`config.mk`:
```
export PLATFORM = sky130hd
export DESIGN_NAME = battery_voltage_low_monitor
export DESIGN_NICKNAME = d
export VERILOG_FILES = /design/src/hw/rtl/bvm_pkg.sv /design/src/hw/rtl/battery_voltage_low_monitor.sv /design/src/hw/rtl/bvm_sample_store.sv /design/src/hw/rtl/bvm_scale.sv /design/src/hw/rtl/bvm_persist.sv
export SDC_FILE = /design/constraint.sdc
export NUM_CORES = 1
export LEC_CHECK = 0
export ABC_AREA = 0
export BUFFER_PORTS_ARGS = -buffer_cell sky130_fd_sc_hd__buf_4
export CORE_ASPECT_RATIO = 1.2
export CORE_UTILIZATION = 65
export DETAILED_ROUTE_END_ITERATION = 7
export PLACE_DENSITY = 0.81
export SLEW_MARGIN = 25
export SYNTH_ARGS = -nofsm -noshare
export SYNTH_HDL_FRONTEND = slang
export SYNTH_SLANG_ARGS = --single-unit
export TNS_END_PERCENT = 100
```
`constraint.sdc`:
```
create_clock -name clk -period 8.3 [get_ports clk]
set_input_delay 0.415 -clock clk [delete_from_list [all_inputs] [get_ports clk]]
set_output_delay 0.415 -clock clk [all_outputs]
set_load 0.03 [all_outputs]
```
`src/hw/rtl/bvm_pkg.sv`:
```
`default_nettype none

package bvm_pkg;

    // sample store geometry
    localparam int NUM_SAMPLES = 10;
    localparam int SAMPLE_W    = 12;
    localparam int SUM_W       = 16;
    localparam int SLOT_W      = (NUM_SAMPLES > 1) ? $clog2(NUM_SAMPLES) : 1;

    // configuration widths
    localparam int THRESH_W = 12;
    localparam int LIMIT_W  = 8;
    localparam int GAIN_W   = 16;
    localparam int CFG_W    = 16;
    localparam int CFG_IDX_W = 2;

    // result widths
    localparam int VOLT_W   = 12;
    localparam int STREAK_W = 8;

    // scaling: divide by NUM_SAMPLES * 4096
    localparam int PROD_W   = SUM_W + GAIN_W;
    localparam int FRAC_W   = 12;
    localparam int XSH_W    = PROD_W - FRAC_W;
    localparam int XLOW_W   = $clog2(NUM_SAMPLES * (1 << FRAC_W));
    localparam int RECIP_SHIFT = 24;
    localparam int RECIP_W  = RECIP_SHIFT + 1;
    localparam int QPROD_W  = XLOW_W + RECIP_W;

    // reciprocal of NUM_SAMPLES, rounded up
    localparam longint unsigned RECIP_L =
        ((64'd1 << RECIP_SHIFT) + 64'(NUM_SAMPLES) - 64'd1) / 64'(NUM_SAMPLES);
    localparam logic [RECIP_W-1:0] RECIP = RECIP_W'(RECIP_L);

    // shifted product at or above this saturates the voltage
    localparam logic [XSH_W-1:0] X_LIMIT = XSH_W'(NUM_SAMPLES * (1 << FRAC_W));
    localparam logic [VOLT_W-1:0] VOLT_MAX = '1;
    localparam logic [STREAK_W-1:0] STREAK_MAX = '1;

    // configuration reset values
    localparam logic [THRESH_W-1:0] THRESH_RST = THRESH_W'(360);
    localparam logic [LIMIT_W-1:0]  LIMIT_RST  = LIMIT_W'(10);
    localparam logic [GAIN_W-1:0]   GAIN_RST   = GAIN_W'(330 * 11);

    // register indexes
    typedef enum logic [CFG_IDX_W-1:0] {
        CFG_LOW_THRESHOLD = 2'd0,
        CFG_COUNT_LIMIT   = 2'd1,
        CFG_SCALE_GAIN    = 2'd2
    } cfg_index_t;

    // commands
    typedef enum logic {
        CMD_STORE = 1'b0,
        CMD_CHECK = 1'b1
    } cmd_t;

    typedef struct packed {
        logic                command;
        logic [SAMPLE_W-1:0] sample;
    } in_item_t;

    typedef struct packed {
        logic [VOLT_W-1:0] voltage;
        logic              battery_low;
    } out_item_t;

    // voltage handed from the scaler to the persistence stage
    typedef struct packed {
        logic              valid;
        logic [VOLT_W-1:0] voltage;
    } volt_xfer_t;

endpackage

`default_nettype wire

```
`src/hw/rtl/battery_voltage_low_monitor.sv`:
```
// channel  | direction | handshake            | payload
// ---------+-----------+----------------------+-----------------------------
// in       | input     | in_valid / in_ready  | in_data: command, sample
// out      | output    | out_valid / out_ready| out_data: voltage, battery_low
// cfg      | input     | cfg_wr_en            | cfg_index, cfg_data
//
// one item per cycle if in_ready is high; a store ends at its transfer edge
// a check raises out_valid after the gain multiply, the reciprocal multiply,
// then the threshold compare into the result register
// in_ready drops only while both scaler stages and the result register are full
// and out_ready is low
// reset clears the sample ring, sum, write slot, streak and registers to defaults
`default_nettype none

module battery_voltage_low_monitor
    import bvm_pkg::*;
(
    input  wire logic                 clk,
    input  wire logic                 rst_n,
    input  wire logic                 in_valid,
    output logic                      in_ready,
    input  wire in_item_t             in_data,
    output logic                      out_valid,
    input  wire logic                 out_ready,
    output out_item_t                 out_data,
    input  wire logic                 cfg_wr_en,
    input  wire logic [CFG_IDX_W-1:0] cfg_index,
    input  wire logic [CFG_W-1:0]     cfg_data
);

    logic [THRESH_W-1:0] thresh_reg;
    logic [LIMIT_W-1:0]  limit_reg;
    logic [GAIN_W-1:0]   gain_reg;
    logic                accept;
    logic                store;
    logic                check;
    logic [SUM_W-1:0]    sum;
    volt_xfer_t          volt;
    logic                persist_ready;

    // configuration registers
    always_ff @(posedge clk or negedge rst_n)
    begin
        if (!rst_n)
        begin
            thresh_reg <= THRESH_RST;
            limit_reg  <= LIMIT_RST;
            gain_reg   <= GAIN_RST;
        end
        else if (cfg_wr_en)
        begin
            case (cfg_index)
                CFG_LOW_THRESHOLD: thresh_reg <= cfg_data[THRESH_W-1:0];
                CFG_COUNT_LIMIT:   limit_reg  <= cfg_data[LIMIT_W-1:0];
                CFG_SCALE_GAIN:    gain_reg   <= cfg_data[GAIN_W-1:0];
                default:           ;
            endcase
        end
    end

    // input transfer decode
    assign accept = in_valid && in_ready;
    assign store  = accept && (in_data.command == CMD_STORE);
    assign check  = accept && (in_data.command == CMD_CHECK);

    bvm_sample_store u_store (
        .clk    (clk),
        .rst_n  (rst_n),
        .store  (store),
        .sample (in_data.sample),
        .sum    (sum)
    );

    bvm_scale u_scale (
        .clk          (clk),
        .rst_n        (rst_n),
        .start        (check),
        .sum          (sum),
        .gain         (gain_reg),
        .ready        (in_ready),
        .result       (volt),
        .result_ready (persist_ready)
    );

    bvm_persist u_persist (
        .clk       (clk),
        .rst_n     (rst_n),
        .volt_in   (volt),
        .ready     (persist_ready),
        .threshold (thresh_reg),
        .limit     (limit_reg),
        .out_valid (out_valid),
        .out_ready (out_ready),
        .out_data  (out_data)
    );

endmodule

`default_nettype wire

```
`src/hw/rtl/bvm_sample_store.sv`:
```
`default_nettype none

module bvm_sample_store
    import bvm_pkg::*;
(
    input  wire logic                clk,
    input  wire logic                rst_n,
    input  wire logic                store,
    input  wire logic [SAMPLE_W-1:0] sample,
    output logic      [SUM_W-1:0]    sum
);

    localparam logic [SLOT_W-1:0] SLOT_LAST = SLOT_W'(NUM_SAMPLES - 1);

    logic [SAMPLE_W-1:0] ring_reg [NUM_SAMPLES];
    logic [SLOT_W-1:0]   slot_reg;
    logic [SLOT_W-1:0]   slot_next;
    logic [SUM_W-1:0]    sum_reg;
    logic [SUM_W-1:0]    sum_next;

    // oldest entry leaves the sum, new sample enters
    always_comb
    begin
        sum_next  = sum_reg - SUM_W'(ring_reg[slot_reg]) + SUM_W'(sample);
        slot_next = (slot_reg == SLOT_LAST) ? '0 : slot_reg + SLOT_W'(1);
    end

    // ring, write slot and running sum
    always_ff @(posedge clk or negedge rst_n)
    begin
        if (!rst_n)
        begin
            for (int i = 0; i < NUM_SAMPLES; i++)
            begin
                ring_reg[i] <= '0;
            end
            slot_reg <= '0;
            sum_reg  <= '0;
        end
        else if (store)
        begin
            ring_reg[slot_reg] <= sample;
            slot_reg           <= slot_next;
            sum_reg            <= sum_next;
        end
    end

    assign sum = sum_reg;

    // write slot stays inside the ring
    a_slot_range: assert property (@(posedge clk) disable iff (!rst_n)
        slot_reg <= SLOT_LAST)
        else $error("write slot out of range");

endmodule

`default_nettype wire

```
`src/hw/rtl/bvm_scale.sv`:
```
`default_nettype none

module bvm_scale
    import bvm_pkg::*;
(
    input  wire logic              clk,
    input  wire logic              rst_n,
    input  wire logic              start,
    input  wire logic [SUM_W-1:0]  sum,
    input  wire logic [GAIN_W-1:0] gain,
    output logic                   ready,
    output volt_xfer_t             result,
    input  wire logic              result_ready
);

    logic                 v1_reg;
    logic [PROD_W-1:0]    prod_reg;
    logic [PROD_W-1:0]    prod_next;
    logic                 v2_reg;
    logic [VOLT_W-1:0]    volt_reg;
    logic [VOLT_W-1:0]    volt_next;
    logic                 ready1;
    logic                 ready2;
    logic [XSH_W-1:0]     xsh;
    logic [QPROD_W-1:0]   qprod;

    // stage handshake
    assign ready2 = !v2_reg || result_ready;
    assign ready1 = !v1_reg || ready2;
    assign ready  = ready1;

    // sum times gain
    assign prod_next = PROD_W'(sum) * PROD_W'(gain);

    // drop the 4096 by shift, divide by the sample count via reciprocal
    always_comb
    begin
        xsh   = prod_reg[PROD_W-1:FRAC_W];
        qprod = QPROD_W'(xsh[XLOW_W-1:0]) * QPROD_W'(RECIP);
        if (xsh >= X_LIMIT)
        begin
            volt_next = VOLT_MAX;
        end
        else
        begin
            volt_next = qprod[RECIP_SHIFT +: VOLT_W];
        end
    end

    // stage valid flags
    always_ff @(posedge clk or negedge rst_n)
    begin
        if (!rst_n)
        begin
            v1_reg <= 1'b0;
            v2_reg <= 1'b0;
        end
        else
        begin
            if (ready1)
            begin
                v1_reg <= start;
            end
            if (ready2)
            begin
                v2_reg <= v1_reg;
            end
        end
    end

    // stage payloads
    always_ff @(posedge clk)
    begin
        if (ready1 && start)
        begin
            prod_reg <= prod_next;
        end
        if (ready2 && v1_reg)
        begin
            volt_reg <= volt_next;
        end
    end

    assign result.valid   = v2_reg;
    assign result.voltage = volt_reg;

endmodule

`default_nettype wire

```
`src/hw/rtl/bvm_persist.sv`:
```
`default_nettype none

module bvm_persist
    import bvm_pkg::*;
(
    input  wire logic                clk,
    input  wire logic                rst_n,
    input  wire volt_xfer_t          volt_in,
    output logic                     ready,
    input  wire logic [THRESH_W-1:0] threshold,
    input  wire logic [LIMIT_W-1:0]  limit,
    output logic                     out_valid,
    input  wire logic                out_ready,
    output out_item_t                out_data
);

    logic                out_valid_reg;
    out_item_t           out_reg;
    out_item_t           out_next;
    logic [STREAK_W-1:0] streak_reg;
    logic [STREAK_W-1:0] streak_next;
    logic                is_low;
    logic                load;

    assign ready = !out_valid_reg || out_ready;
    assign load  = volt_in.valid && ready;

    // low streak count and flag
    always_comb
    begin
        is_low = volt_in.voltage < VOLT_W'(threshold);
        if (!is_low)
        begin
            streak_next = '0;
        end
        else if (streak_reg == STREAK_MAX)
        begin
            streak_next = streak_reg;
        end
        else
        begin
            streak_next = streak_reg + STREAK_W'(1);
        end
        out_next.voltage     = volt_in.voltage;
        out_next.battery_low = is_low && (streak_next > STREAK_W'(limit));
    end

    // control state
    always_ff @(posedge clk or negedge rst_n)
    begin
        if (!rst_n)
        begin
            out_valid_reg <= 1'b0;
            streak_reg    <= '0;
        end
        else
        begin
            if (ready)
            begin
                out_valid_reg <= volt_in.valid;
            end
            if (load)
            begin
                streak_reg <= streak_next;
            end
        end
    end

    // result register
    always_ff @(posedge clk)
    begin
        if (load)
        begin
            out_reg <= out_next;
        end
    end

    assign out_valid = out_valid_reg;
    assign out_data  = out_reg;

    // a raised flag always comes with a running streak
    a_flag_streak: assert property (@(posedge clk) disable iff (!rst_n)
        out_valid_reg && out_reg.battery_low |-> streak_reg != '0)
        else $error("low flag without low streak");

    // a check at or above threshold clears the streak
    a_clear_streak: assert property (@(posedge clk) disable iff (!rst_n)
        load && !is_low |=> streak_reg == '0)
        else $error("streak not cleared");

    // streak only steps up by one or drops to zero
    a_streak_step: assert property (@(posedge clk) disable iff (!rst_n)
        streak_reg != $past(streak_reg) |->
            streak_reg == '0 || streak_reg == $past(streak_reg) + STREAK_W'(1))
        else $error("streak jumped");

endmodule

`default_nettype wire

```
* Word level (Yosys, flattened, before mapping) *
Cells that the tools add are included.
Widths: inputs -> output; s select.

word-level totals
  memories kept = 0
  register bits = 244
  bits in read-only memories = 0
  memory bits (writable) = 0
  bits in latches = 0

cells by class
  $mul = 2
  div/mod/pow operators = 0
  magnitude comparators = 5
  shifts and indexed selects = 0
  mux-type cells = 9
  eq/ne operators = 4
  bitwise operators = 2
  $add $sub $neg = 4
  reductions and logical operators = 18

operator list
  kind                    number
  $bwmux 120              1
  $bmux 12 s4             1
  $demux 12 s4            1
  $mux 12                 3
  $mul 16x20->35 const B  1
  $mul 16x16->32          1
  $ge 20x16->1 const B    1
  $add 16x12->16          1
  $mux 8                  2
  $sub 16x12->16          1
  $lt 12x12->1            1
  $add 8x1->8 const B     1
  $eq 8x8->1 const B      1
  $gt 8x8->1              1
  $logic_and 1x1->1       8
  $reduce_and 2->1        3
  $ge 5x5->1 const B      1
  $lt 5x1->1 const B      1
  $not 4->5               1
  $add 4x1->4 const B     1
  $eq 4x4->1 const B      1
  $mux 4                  1
  $logic_not 1->1         3
  $logic_or 1x1->1        3
  4 further kinds         4

* Longest topological paths before layout *
  depth after elaboration = 7
  gate-level depth with buffers = 23

* Modules after synthesis *
From an unflattened synthesis, not the netlist that was laid out.

unflattened totals
  cell total of the unflattened synthesis = 2279
  area, all modules = 23488.8 sq um

by module, submodules not included
  module                       cells an instance  sequential area each (sq um)  times used  area each (sq um)
  bvm_scale                    1415               1011.0                        1           13476.7
  bvm_sample_store             641                3503.4                        1           7114.3
  bvm_persist                  143                615.6                         1           1488.9
  battery_voltage_low_monitor  80                 917.1                         1           1408.9

* Least setup slack after synthesis *
OpenSTA, ideal clock, no wires.

  kind = reg2reg
  from = register gain_reg[1]
  to = register u_scale.prod_reg[23] (data pin)
  library setup time = 260 ps
  setup slack = 2135 ps
  stages on the path, launching flop included = 21
  clock period less this slack = 6165 ps
  buffers on the path = 1
  data arrival time = 5905 ps
  data required time = 8040 ps
  cell sequence = dfstp_2 clkbuf_1 nand2_1 fa_1 fa_1 fa_1 inv_1 fa_1 fa_1 inv_1 fa_1 inv_1 ha_1 a211o_1 a2111oi_2 a21boi_2 nor2_1 a31oi_2 o21bai_1 a221oi_2 xnor2_1

on the way
  longest elaborated chain between the ends = 1

ends and longest elaborated chain
  item                             RTL line                           source
  from (decl)                      battery_voltage_low_monitor.sv:33  logic [GAIN_W-1:0] gain_reg;
  from (signal assigned)           battery_voltage_low_monitor.sv:55  CFG_SCALE_GAIN: gain_reg <= cfg_data[GAIN_W-1:0];
  $mul 16x16->32                   bvm_scale.sv:33                    assign prod_next = PROD_W'(sum) * PROD_W'(gain);
  named net u_scale.prod_next[23]  bvm_scale.sv:18                    logic [PROD_W-1:0] prod_next;
  to (signal assigned)             bvm_scale.sv:76                    prod_reg <= prod_next;
  to (decl)                        bvm_scale.sv:17                    logic [PROD_W-1:0] prod_reg;

The timed path passes the listed nets, and every way through them passes these cells.
A chain may end at the register's enable or synchronous reset.

* Worst setup path in the final report *
  from = register u_store.sum_reg[7], in the netlist u_store.sum[7]
  to = register u_scale.prod_reg[23] (data pin)

on the way
  longest elaborated chain between the ends = 1

ends and longest elaborated chain
  item                             RTL line                source
  from (decl)                      bvm_sample_store.sv:18  logic [SUM_W-1:0] sum_reg;
  from (signal assigned)           bvm_sample_store.sv:44  sum_reg <= sum_next;
  $mul 16x16->32                   bvm_scale.sv:33
  named net u_scale.prod_next[23]  bvm_scale.sv:18

The timed path passes the listed nets, and every way through them passes these cells.

==> metrics.txt <==
Hold WC Path Type in2reg; Non-Filler Instances 2819; Syn Nets 2895; first-pass GRT wire length 87500 um; synthesized cell area 23600 um2; crit-path most repeated cell fa_1; Critical Path Max Stage Delay 0.83 ns; CTS Buf Count 26; worst clock skew 0.0191 ns; Top delay family on crit path adder cells; I/O pins 51; critical path cell sequence and2_1 -> fa_1 -> inv_1 -> fa_1 -> fa_1 -> inv_1 -> fa_1 -> fa_1 -> inv_1 -> fa_1 -> inv_1 -> ha_1 -> a211o_1 -> a2111oi_2 -> a21boi_2 -> nor2_1 -> a31oi_2 -> o21bai_1 -> a221oi_2 -> xnor2_1; via count 16500; total grt overflow 0; Worst R2R Setup Slack 1.63 ns; fin area 25300 um2; post-DP HPWL 41900 um; RSZ-0062 raised after global routing false; CTS Sinks 232; Worst Setup EP u_scale.prod_reg[23]; largest net degree at the start of global routing 89; chip width 176 um; number of max-cap violations 0; Crit. End Element flip-flop; slew at the pin closest to its max-slew limit 0.989 ns; root buffer cell clkbuf_16; CTS H-tree depth 1; vias per inst 5.85; Final #Nets 2914; class of the most critical setup path reg2reg; clock tree buffer depth 3; fraction of layout cells with a size suffix above 1 11.4%; Post-DP Area 24400 um2; async set-reset flop share out of synthesis 80.6%; area delta synth->final 7.26%; placed insts 2769; CTS tree done; die span in y 211 um; ranking of synthesized cells by area fa_1 24%, dfrtp_1 18%, ha_1 14%, inv_1 7.2%, edfxtp_1 5.7%; # setup viols final 0; # diodes 0; final RePlAce weighted congestion 0.961; Worst-path clk slew 0.06 ns; total track usage 30.0%; FF-to-FF path depth 20; Std-Cell Rows 76; Setup TNS Final 0 ns; post-route clock period utilization 80.4%; Slew headroom 34.0%; number of DRC markers in iteration 0 1055; top cell type's share of synthesized area 23.9%; final hold slack 0.0966 ns; die area 37100 um2; starting utilization of the core area 65.9%; initial antenna violation count 0; launch point of the worst reg-to-reg path u_store.sum[7]; Mean Syn Cell Area 10.2 um2; fin crit period 6.67 ns; Routed WL 53500 um; Yosys cell types 73; DRT Pass-1 Iters 5; register area share after synthesis 25.6%; data arrival time of the worst path 6.98 ns; top cell type by total area after synthesis fa_1; Startpoint Class flip-flop; slowest cell on the critical path dfrtp_1; routed wire length per instance 19.0 um; CP Max Fanout 18; number of flops mapped to enable cells by yosys 45; Post-DRT Antenna Nets 0; Reg2Reg Capture Point u_scale.prod_reg[23]; Max Slew Vio Count 0; area of the core 35800 um2; CP startpoint u_store.sum[7]; synthesized instance count 2312; Clk Latency, worst-skew pair 0.56 ns; f_max 0.150 GHz; CP Depth 20; post-CTS setup buffers 0; Most used DFF post-synth dfrtp_1; crit path buf inv count 4; Critical Path RT 8.60 ns; vias in the first global route 17700; IO Port Bufs 50; status completed; Largest register FFs 120; Seq cells post-synth 232; Ys Warns 0; DRC viols 0; Final Hold Vio Count 0
worst min-delay path by stage:
| stage | from | to | cells past startpoint |
|---|---|---|---|
| 2_1_floorplan | rst_n | gain_reg[0] | 0 |
| 3_3_place_gp | rst_n | limit_reg[6] | 1 |
| 3_5_place_dp | rst_n | limit_reg[6] | 1 |
| 4_1_cts | cfg_data[14] | gain_reg[14] | 2 |
| 5_1_grt | cfg_data[13] | gain_reg[13] | 2 |
| 6_report | cfg_data[14] | gain_reg[14] | 2 |
repair_timing:
action | 4_1_cts | 5_1_grt
gates resized for setup | 0 | 0
hold buffers | 1 | 0
endpoints found under the hold margin | 32 | 0
cell usage after synthesis (all sizes together) (32+ instances only):
cell type,instances
a21oi,65
and2,123
clkbuf,63
dfrtp,174
edfxtp,45
fa,282
ha,265
inv,453
mux2,102
nand2,242
nor2,49
o21ai,118
xnor2,32
cells by family (layout without fill, tap and decap cells):
logic type / Yosys count / after routing / share of synthesized area (%)
multiplexers: 138 / 138 / 7.67
AO/OA/AOI/OAI: 289 / 289 / 7.68
flip-flops: 232 / 232 / 25.6
adder cells (fa/ha/maj): 547 / 547 / 37.9
AND/OR/NAND/NOR: 527 / 527 / 10.8
XOR/XNOR: 51 / 51 / 1.89
buffers and inverters: 528 / 567 / 8.42
cell type report:
| type | count | area [um2] |
|---|---|---|
| tap | 468 | 586 |
| inverter | 453 | 1700 |
| clock buffer | 38 | 736 |
| clock inverter | 10 | 150 |
| timing repair buffer | 66 | 509 |
| sequential | 232 | 6050 |
| fill | 2473 | 10500 |
| multi-input combinational | 1552 | 15600 |
layout by cell type, fill, tap and decap left out, drive strengths merged, types with 8 or more instances in the layout:
| cell | Yosys | layout |
|---|---|---|
| buf | 12 | 65 |
| and2 | 123 | 123 |
| a211oi | 8 | 8 |
| fa | 282 | 282 |
| dfrtp | 174 | 174 |
| a21oi | 65 | 65 |
| ha | 265 | 265 |
| xnor2 | 32 | 32 |
| inv | 453 | 453 |
| nand4 | 10 | 10 |
| nand2b | 13 | 13 |
| mux2 | 102 | 102 |
| xor2 | 19 | 19 |
| dfstp | 13 | 13 |
| mux2i | 12 | 12 |
| nand2 | 242 | 242 |
| and3 | 14 | 14 |
| a22oi | 12 | 12 |
| nor3 | 13 | 13 |
| nor2 | 49 | 49 |
| a21o | 28 | 28 |
| clkbuf | 63 | 38 |
| nor2b | 14 | 14 |
| edfxtp | 45 | 45 |
| nand3 | 24 | 24 |
| o21ai | 118 | 118 |
| mux4 | 24 | 24 |
routing by layer:
layer | global-route usage (%) | part of all wire (%)
met1 | 35.8 | 38
met2 | 54.5 | 53
met3 | 2.92 | 4.4
met4 | 14.0 | 4.8
met5 | 0 | 0
worst register-to-register path: cells and delay by family (launching register included):
family,cells,cell delay (ns)
buf+inv,4,0.23
flops,1,0.83
fa+ha+maj,7,3.21
xor+xnor,1,0.09
compound gates,6,1.65
simple gates,2,0.42
through the flow:
step / setup WS [ns] / utilization (%)
5_1_grt: 1.40 / 70.7
4_1_cts: 1.67 / 70.6
3_5_place_dp: 1.67 / 68.1
3_3_place_gp: 1.88 / 68.1
6_report: 1.63 / 70.7
2_1_floorplan: 2.14 / -
Power is left out: the tool's default activity adds up to more than one toggle a clock period on the data nets, which glitch-free logic cannot reach.
